===== src/bdpc_pkg.sv =====
// ----------------------------------------------------------------------------
// bdpc_pkg: shared definitions for the button debounce and press classifier
// Field widths, register indexes and event codes used by the block and its
// stream payload layout.
// ----------------------------------------------------------------------------
package bdpc_pkg;

  localparam int unsigned TimeW     = 32;
  localparam int unsigned CfgW      = 16;
  localparam int unsigned CfgIdxW   = 8;
  localparam int unsigned EventW    = 2;
  localparam int unsigned FsmW      = 3;
  localparam int unsigned InDataW   = 40;  // 1 + 32 bits, padded to bytes
  localparam int unsigned OutDataW  = 8;   // 2 + 3 + 1 bits, padded to bytes

  // register indexes
  localparam logic [CfgIdxW-1:0] RegDebounce  = 8'd0;
  localparam logic [CfgIdxW-1:0] RegLongPress = 8'd1;

  // reset values
  localparam logic [CfgW-1:0] DebounceReset  = 16'd50;
  localparam logic [CfgW-1:0] LongPressReset = 16'd1000;

  // event codes
  typedef enum logic [EventW-1:0] {
    EV_NONE     = 2'd0,
    EV_SHORT    = 2'd1,
    EV_LONG     = 2'd2,
    EV_RELEASED = 2'd3
  } event_t;

endpackage


===== src/button_debounce_press_classifier.sv =====
// ----------------------------------------------------------------------------
// button_debounce_press_classifier: debounce and short/long press detection
// Five-state machine over timestamped pin samples, one result per sample.
// ----------------------------------------------------------------------------
// Usage:
//   Slave stream: one transaction per pin sample. tdata carries raw_level in
//   bit 0 and the 32-bit millisecond timestamp now_ms in bits 32:1.
//   Master stream: exactly one transaction per accepted sample, in order.
//   tdata carries event_code [1:0], fsm_code [4:2], accepted_level [5].
//   Config port: cfg_we writes cfg_data into register cfg_index
//   (0 debounce_ms, 1 long_press_ms); other indexes are ignored. Write only
//   while the block is idle.
// Timing and throughput:
//   The result of a sample is visible on the master side in the cycle after
//   it is accepted. One sample per cycle is sustained while m_tready stays
//   high: the machine state and the output register both update at the
//   accepting edge, set by a 32-bit timestamp subtract and compare per path.
// Reset (rst, synchronous): machine idle, accepted level low, stamps zero,
//   debounce_ms = 50, long_press_ms = 1000, output register empty.
// Stall: when the receiver holds tready low with a result waiting, s_tready
//   drops in the same cycle; it returns as soon as the waiting result is
//   taken, so a result being drained and a new sample move in the same cycle.
// ----------------------------------------------------------------------------
module button_debounce_press_classifier (
  input  logic                           clk,
  input  logic                           rst,
  // sample stream
  input  logic                           s_tvalid,
  output logic                           s_tready,
  input  logic [bdpc_pkg::InDataW-1:0]   s_tdata,   // raw_level, now_ms
  // result stream
  output logic                           m_tvalid,
  input  logic                           m_tready,
  output logic [bdpc_pkg::OutDataW-1:0]  m_tdata,   // event_code, fsm_code, accepted_level
  // configuration
  input  logic                           cfg_we,
  input  logic [bdpc_pkg::CfgIdxW-1:0]   cfg_index,
  input  logic [bdpc_pkg::CfgW-1:0]      cfg_data
);
  import bdpc_pkg::*;

  typedef enum logic [FsmW-1:0] {
    ST_IDLE     = 3'd0,
    ST_DEBOUNCE = 3'd1,
    ST_PRESSED  = 3'd2,
    ST_LONG     = 3'd3,
    ST_RELEASED = 3'd4
  } state_t;

  // registers
  logic [CfgW-1:0]  debounce_ms;
  logic [CfgW-1:0]  long_press_ms;
  state_t           state;
  logic             stable_level;
  logic [TimeW-1:0] change_stamp;
  logic [TimeW-1:0] press_stamp;
  logic             out_valid;
  event_t           out_event;
  state_t           out_state;
  logic             out_level;

  // next values
  state_t           state_next;
  logic             stable_level_next;
  logic [TimeW-1:0] change_stamp_next;
  logic [TimeW-1:0] press_stamp_next;
  event_t           event_next;

  logic             in_level;
  logic [TimeW-1:0] in_now;
  logic [TimeW-1:0] since_change;
  logic [TimeW-1:0] held;
  logic             accept;

  assign in_level = s_tdata[0];
  assign in_now   = s_tdata[TimeW:1];

  // output register is free when empty or being drained this cycle
  assign s_tready = !out_valid || m_tready;
  assign accept   = s_tvalid && s_tready;

  // differences wrap modulo 2^32
  assign since_change = in_now - change_stamp;
  assign held         = in_now - press_stamp;

  always_comb begin
    state_next        = state;
    stable_level_next = stable_level;
    change_stamp_next = change_stamp;
    press_stamp_next  = press_stamp;
    event_next        = EV_NONE;
    case (state)
      ST_DEBOUNCE: begin
        if (since_change >= {{(TimeW-CfgW){1'b0}}, debounce_ms}) begin
          // window over: take the new level, or fall back if it bounced back
          state_next = ST_IDLE;
          if (in_level != stable_level) begin
            stable_level_next = in_level;
            if (in_level) begin
              press_stamp_next = in_now;
              state_next       = ST_PRESSED;
            end
          end
        end
      end
      ST_PRESSED: begin
        if (!in_level) begin
          // release below the threshold is a short press; past it but not yet reported: no event
          if (held < {{(TimeW-CfgW){1'b0}}, long_press_ms}) begin
            event_next = EV_SHORT;
          end
          state_next = ST_RELEASED;
        end else if (held >= {{(TimeW-CfgW){1'b0}}, long_press_ms}) begin
          event_next = EV_LONG;
          state_next = ST_LONG;
        end
      end
      ST_LONG: begin
        if (!in_level) begin
          state_next = ST_RELEASED;
        end
      end
      ST_RELEASED: begin
        event_next = EV_RELEASED;
        state_next = ST_IDLE;
      end
      default: begin
        // idle, and any stray code behaves as idle
        if (in_level != stable_level) begin
          change_stamp_next = in_now;
          state_next        = ST_DEBOUNCE;
        end else begin
          state_next = ST_IDLE;
        end
      end
    endcase
  end

  always_ff @(posedge clk) begin
    if (rst) begin
      debounce_ms   <= DebounceReset;
      long_press_ms <= LongPressReset;
      state         <= ST_IDLE;
      stable_level  <= 1'b0;
      change_stamp  <= '0;
      press_stamp   <= '0;
      out_valid     <= 1'b0;
    end else begin
      if (cfg_we) begin
        case (cfg_index)
          RegDebounce:  debounce_ms   <= cfg_data;
          RegLongPress: long_press_ms <= cfg_data;
          default: ;
        endcase
      end
      if (accept) begin
        state        <= state_next;
        stable_level <= stable_level_next;
        change_stamp <= change_stamp_next;
        press_stamp  <= press_stamp_next;
        out_valid    <= 1'b1;
      end else if (m_tready) begin
        out_valid <= 1'b0;
      end
    end
  end

  // result payload, loaded on every accepted sample
  always_ff @(posedge clk) begin
    if (accept) begin
      out_event <= event_next;
      out_state <= state_next;
      out_level <= stable_level_next;
    end
  end

  assign m_tvalid = out_valid;
  assign m_tdata  = {{(OutDataW-EventW-FsmW-1){1'b0}}, out_level, out_state, out_event};

  // a sample taken in the released state yields a release event next cycle
  a_release_follows: assert property (@(posedge clk) disable iff (rst)
    accept && state == ST_RELEASED |=> m_tvalid && out_event == EV_RELEASED
                                       && out_state == ST_IDLE)
    else $error("release event missing after released state");

  // short press is only reported on entry to released
  a_short_state: assert property (@(posedge clk) disable iff (rst)
    m_tvalid && out_event == EV_SHORT |-> out_state == ST_RELEASED)
    else $error("short press without released state");

  // long press is only reported on entry to long state
  a_long_state: assert property (@(posedge clk) disable iff (rst)
    m_tvalid && out_event == EV_LONG |-> out_state == ST_LONG)
    else $error("long press without long state");

  // a press is only held with a high accepted level
  a_press_level: assert property (@(posedge clk) disable iff (rst)
    m_tvalid && (out_state == ST_PRESSED || out_state == ST_LONG) |-> out_level)
    else $error("press state with low accepted level");

  // machine state follows the registered result
  a_state_match: assert property (@(posedge clk) disable iff (rst)
    accept |=> state == out_state && stable_level == out_level)
    else $error("result register out of step with machine state");

endmodule

===== config.mk =====
export PLATFORM = sky130hd
export DESIGN_NAME = button_debounce_press_classifier
export DESIGN_NICKNAME = d
export VERILOG_FILES = /design/src/bdpc_pkg.sv /design/src/button_debounce_press_classifier.sv
export SDC_FILE = /design/constraint.sdc
export NUM_CORES = 1
export LEC_CHECK = 0
export CAP_MARGIN = 10
export CORE_UTILIZATION = 25
export CTS_CLUSTER_SIZE = 20
export DETAILED_ROUTE_END_ITERATION = 12
export DONT_BUFFER_PORTS = 1
export HOLD_SLACK_MARGIN = 0.05
export PLACE_DENSITY = 0.47
export SLEW_MARGIN = 20
export SYNTH_ARGS = -nofsm -noshare
export SYNTH_HDL_FRONTEND = slang
export SYNTH_SLANG_ARGS = --single-unit

===== constraint.sdc =====
create_clock -name clk -period 12.7 [get_ports clk]
set_input_delay 1.905 -clock clk [delete_from_list [all_inputs] [get_ports clk]]
set_output_delay 1.905 -clock clk [all_outputs]
set_load 0.02 [all_outputs]

---- Word-level counts from Yosys, hierarchy flattened ----
Index checks and enable logic that the tools add are counted.
word-level totals
  register bits ........................... 107
  input port bits ......................... 69
  output and inout bits ................... 10
  word-level logic and storage cells ...... 49
cells by class
  add/sub/neg operators ................... 2
  magnitude comparators ................... 3
  eq/ne operators ......................... 6
  mux-type cells .......................... 17
  bitwise gates (word level) .............. 1
  reductions and logical operators ........ 10
operator list
  cell                                            number
  greater-or-equal comparator 32 x 16 -> 1 bit    2
  subtractor 32 bit                               2
  < comparator 32 x 16 -> 1 bit                   1
  two-way mux 3 bit                               4
  one-hot mux 3 bit (4 select lines)              1
  == test 8 x 1 -> 1 bit (second input constant)  1
  zero test 8 bit                                 1
  two-way mux 2 bit                               4
  two-way mux 1 bit                               7
  == test 3 x 2 -> 1 bit (second input constant)  2
  AND reduction 5 bit                             1
  one-hot mux 2 bit (2 select lines)              1
  AND reduction 2 bit                             2
  OR reduction 4 bit                              1
  == test 3 x 1 -> 1 bit (second input constant)  1
  == test 3 bit (second input constant)           1
  AND reduction 3 bit                             1
  nonzero test 2 bit                              1
  logical AND 1 bit                               1
  zero test 1 bit                                 1
  logical OR 1 bit                                1
  inequality test 1 bit                           1
  NOT 1 bit                                       1

---- Logic depth before layout (Yosys ltp) ----
  depth in word-level cells ............... 5
  depth in mapped cells ................... 20
  mapped depth without buffers ............ 20

---- Worst setup path before layout ----
No wires, ideal clock.
  kind .................................... input-to-reg
  start ................................... input s_tdata[1] (netlist bit)
  end ..................................... register out_event[0], data pin
  library setup time ...................... 0.146 ns
  arrival ................................. 6.264 ns
  slack ................................... 6.290 ns
  stages .................................. 20
  path buffers ............................ 0
  cell sequence ........................... inv_1 -> ha_1 -> fa_1 -> and2b_1 -> o2111ai_2 -> a211oi_1 -> nor2_1 -> o31ai_1 -> xor2_1 -> ha_1 -> a21oi_1 -> nand2_1 -> a211oi_1 -> o211ai_1 -> or4_1 -> nor4_1 -> nand4b_1 -> or4_4 -> or3b_1 -> a21oi_1
between the ends
  cells in the longest elaborated chain, start to end .. 5
ends and longest elaborated chain
  element                             RTL line                                 RTL
  start, declared                     button_debounce_press_classifier.sv:30   input logic [bdpc_pkg::InDataW-1:0] s_tdata,
  subtractor 32 bit                   button_debounce_press_classifier.sv:84   assign held = in_now - press_stamp;
  < comparator 32 x 16 -> 1 bit       button_debounce_press_classifier.sv:109  if (held < {{(TimeW-CfgW){1'b0}}, long_press_ms}) begin
  two-way mux 1 bit                   button_debounce_press_classifier.sv:109
  two-way mux 2 bit                   button_debounce_press_classifier.sv:107  if (!in_level) begin
  one-hot mux 2 bit (2 select lines)  button_debounce_press_classifier.sv:92   case (state)
  named net event_next[0]             button_debounce_press_classifier.sv:67   event_t event_next;
  end signal, assigned                button_debounce_press_classifier.sv:171  out_event <= event_next;
  end, declared                       button_debounce_press_classifier.sv:58   event_t out_event;
The timed path passes the listed nets, and every way through them passes these cells.
A chain may end at the register's enable or synchronous reset.

---- Final worst setup path ----
Ends and elaborated chain as after synthesis.

==> impl_metrics.ini <==
[yosys]
synth_commonest_cells = nand2_1, a21oi_1, inv_1
yosysWarnings = 0
synth-edff-count = 6
synth_top_area_cell = dfxtp_1
ys_seq_elements = 107
async_flop_share_pct = 0
yosys.cell_types.count = 72
yosys-top-cells-area = dfxtp_1, ha_1, a21oi_1
yosysTopAreaCellShare_pct = 21.77
synthCells = 1247
synth.avg_cell_area_um2 = 7.448
syn_area_mm2 = 0.009288
yosysSeqAreaShare_pct = 23.71
synth_flop_cell = dfxtp_1
yosysMostFrequentCell = nand2_1

[timing]
slew_headroom_pct = 46.16
period_share_pct = 52.80
worstMarginPinSlew_ns = 0.8002
max_freq_mhz = 149.1
hold_slack_ns = 0.4547
tns_ns = 0
hold_violations = 0
timing.final.ws_setup_ns = 5.994
rsz0062_at_grt = false
slew_viol_final = 0
finalClockSkew_ns = 0.01688
setup_violations = 0
fin_crit_ns = 6.706

[pwr]
internal-power_uw = 588.9
switchingPower_uw = 319.4
seqPwrFrac_pct = 39.0
ir_drop_mv = 0.04774
p_sw_share_pct = 35.17
p_leak_nw = 3.579
p_clk_share_pct = 32.5
design_power_total_uw = 908.3
powerDensity_mw_per_mm2 = 91.43
pwr-share-comb_pct = 28.5

[die]
die_area_mm2 = 0.03793
core.rowCount = 70
die_x_um = 194.7
die_h_um = 194.7
io_pins = 79
core_area_mm2 = 0.03661
initial_core_util_pct = 25.37

[route]
vias = 8291
ant_nets = 0
viasPerCell = 4.965
drtPass1Iterations = 5
drt_iter0_markers = 526
post_drt_wl_per_cell_um = 16.34
drc = 0
wl_mm = 27.29

[run]
cap_violations = 0

[global_route]
grt_pass1_vias = 7768
grt_overflow = 0
grt_pass1_wl_mm = 42.92
antenna_found_initial = 1
groute.usage.overall_pct = 14.33
grt_max_degree = 134

[finish]
nFillCells = 3982
n_antenna_cell = 0
layout.cells.non_filler = 1670
fin_area_mm2 = 0.009935
area_growth_pct = 6.965
final_core_util_pct = 27.14
nNetsFinal = 1363
drive_gt1_share_pct = 2.829

[critical_path]
slowest_stage = or4_4
critical_path.max_stage_delay_ns = 0.57
cp.required_ns = 12.92
cp-end-kind = flip-flop
path_cells = inv_1 -> ha_1 -> fa_1 -> and2b_1 -> o2111ai_2 -> a211oi_1 -> nor2_1 -> o31ai_1 -> xor2_1 -> ha_1 -> a21oi_1 -> nand2_1 -> a211oi_1 -> o211ai_1 -> or4_1 -> nor4_1 -> nand4b_1 -> or4_4 -> or3b_1 -> a21oi_1
cp-start-kind = input pin
cp.arrival_ns = 6.93
critPathMaxFanout = 4
worst-setup-path-type = input pin to flip-flop

[min_path]
hold_class = flip-flop to flip-flop

[clock_network]
cts.htree.levels = 3
cts_buffer_depth = 2
cts_tree = done
cts_root_buf = clkbuf_16
numClockSinks = 107
clk_pin_slew_ns = 0.07
cts_hold_buf = 0
cts_made_buffers = 9
clock_latency_ns = 0.38
cts-resized-gates = 0
cts_setup_buffers = 0

[place]
place.gp.congestion = 0.8729
place_ws_ns = 5.616
dp_hpwl_mm = 21.76
post-place-cells = 1654
place_area_mm2 = 0.009633
portBuffers = 0

[outcome]
status = finished clean
-- worst max-delay path, delay by kind of cell --
| kind | cells | cell delay, ns |
|---|---|---|
| xor gates and xnor gates | 1 | 0.19 |
| adders and majority gates | 3 | 0.88 |
| AOI/OAI and AO/OA | 7 | 1.55 |
| and+or+nand+nor | 8 | 2.35 |
| buffers and inverters | 1 | 0.05 |
-- flip-flops by register name, indices dropped and copies added, names as in the netlist --
signal         cells
change_stamp      32
debounce_ms       16
long_press_ms     16
m_tvalid           1
out_event          2
out_level          1
out_state          3
press_stamp       32
stable_level       1
state              3
-- kinds of logic after synthesis --
logic type | synth area share [%]
mux | 6.359
fa+ha+maj | 13.23
xor+xnor | 3.489
other cells | 0.04038
flops | 23.71
compound gates | 22.66
buf+inv | 7.692
simple gates | 22.82
-- worst paths after layout --
path               startpoint                to  slack [ns]  depth (start not counted)
min          change_stamp[30]  change_stamp[30]        0.45                          2
max                s_tdata[1]      out_event[0]        5.99                         20
min reg2reg  change_stamp[30]  change_stamp[30]        0.45                          2
max reg2reg    press_stamp[0]      out_event[0]        7.26                         19
-- cell usage in the layout, fill, tap and decap left out, drive strengths merged, types with 4 or more instances in the layout --
master,Yosys,routed
a21o,23,23
or4,7,7
and2,4,4
nor4,8,8
nor3,21,21
ha,95,95
o31ai,8,8
a21oi,127,127
a211oi,18,18
o21ai,55,55
a211o,13,13
nor3b,5,5
or3,7,7
inv,116,121
xnor2,20,20
o21bai,8,8
nor2,94,94
and3,8,8
clkbuf,50,9
edfxtp,6,6
o21a,22,22
xor2,17,17
o211ai,11,11
o22ai,5,5
nand2b,73,73
nand3,16,16
nand2,146,146
dfxtp,101,101
nand4,31,31
a31oi,5,5
mux2i,59,59
-- cell type report --
cell class / instances / area, µm² / share of cell area (%)
multi-input cells: 960 / 6397 / 64.40
flip-flops and latches: 107 / 2202 / 22.17
well taps: 468 / 585.6 / 5.894
inverters: 116 / 435.4 / 4.383
clock buffers: 9 / 225.2 / 2.267
clock inverters: 7 / 66.31 / 0.6675
repair buffers: 3 / 22.52 / 0.2267
-- per-layer routing --
metal,GRT usage [%],vias up,part of all wire [%]
met1,18.02,3824,46
li1,-,4263,-
met2,25.04,172,48
met4,4.433,0,2.2
met5,0,-,0
met3,2.134,32,3.7
-- power groups by stage --
| stage | Sequential (mW) | Clock [mW] | Combinational, mW |
|---|---|---|---|
| finish | 0.355 | 0.295 | 0.258 |
| global route | 0.356 | 0.321 | 0.291 |
| CTS | 0.355 | 0.308 | 0.258 |
| detailed placement | 0.363 | 0 | 0.258 |
| global placement | 0.362 | 0 | 0.259 |
| floorplan | 0.360 | 0 | 0.206 |
(Power assumes the default switching activity.)
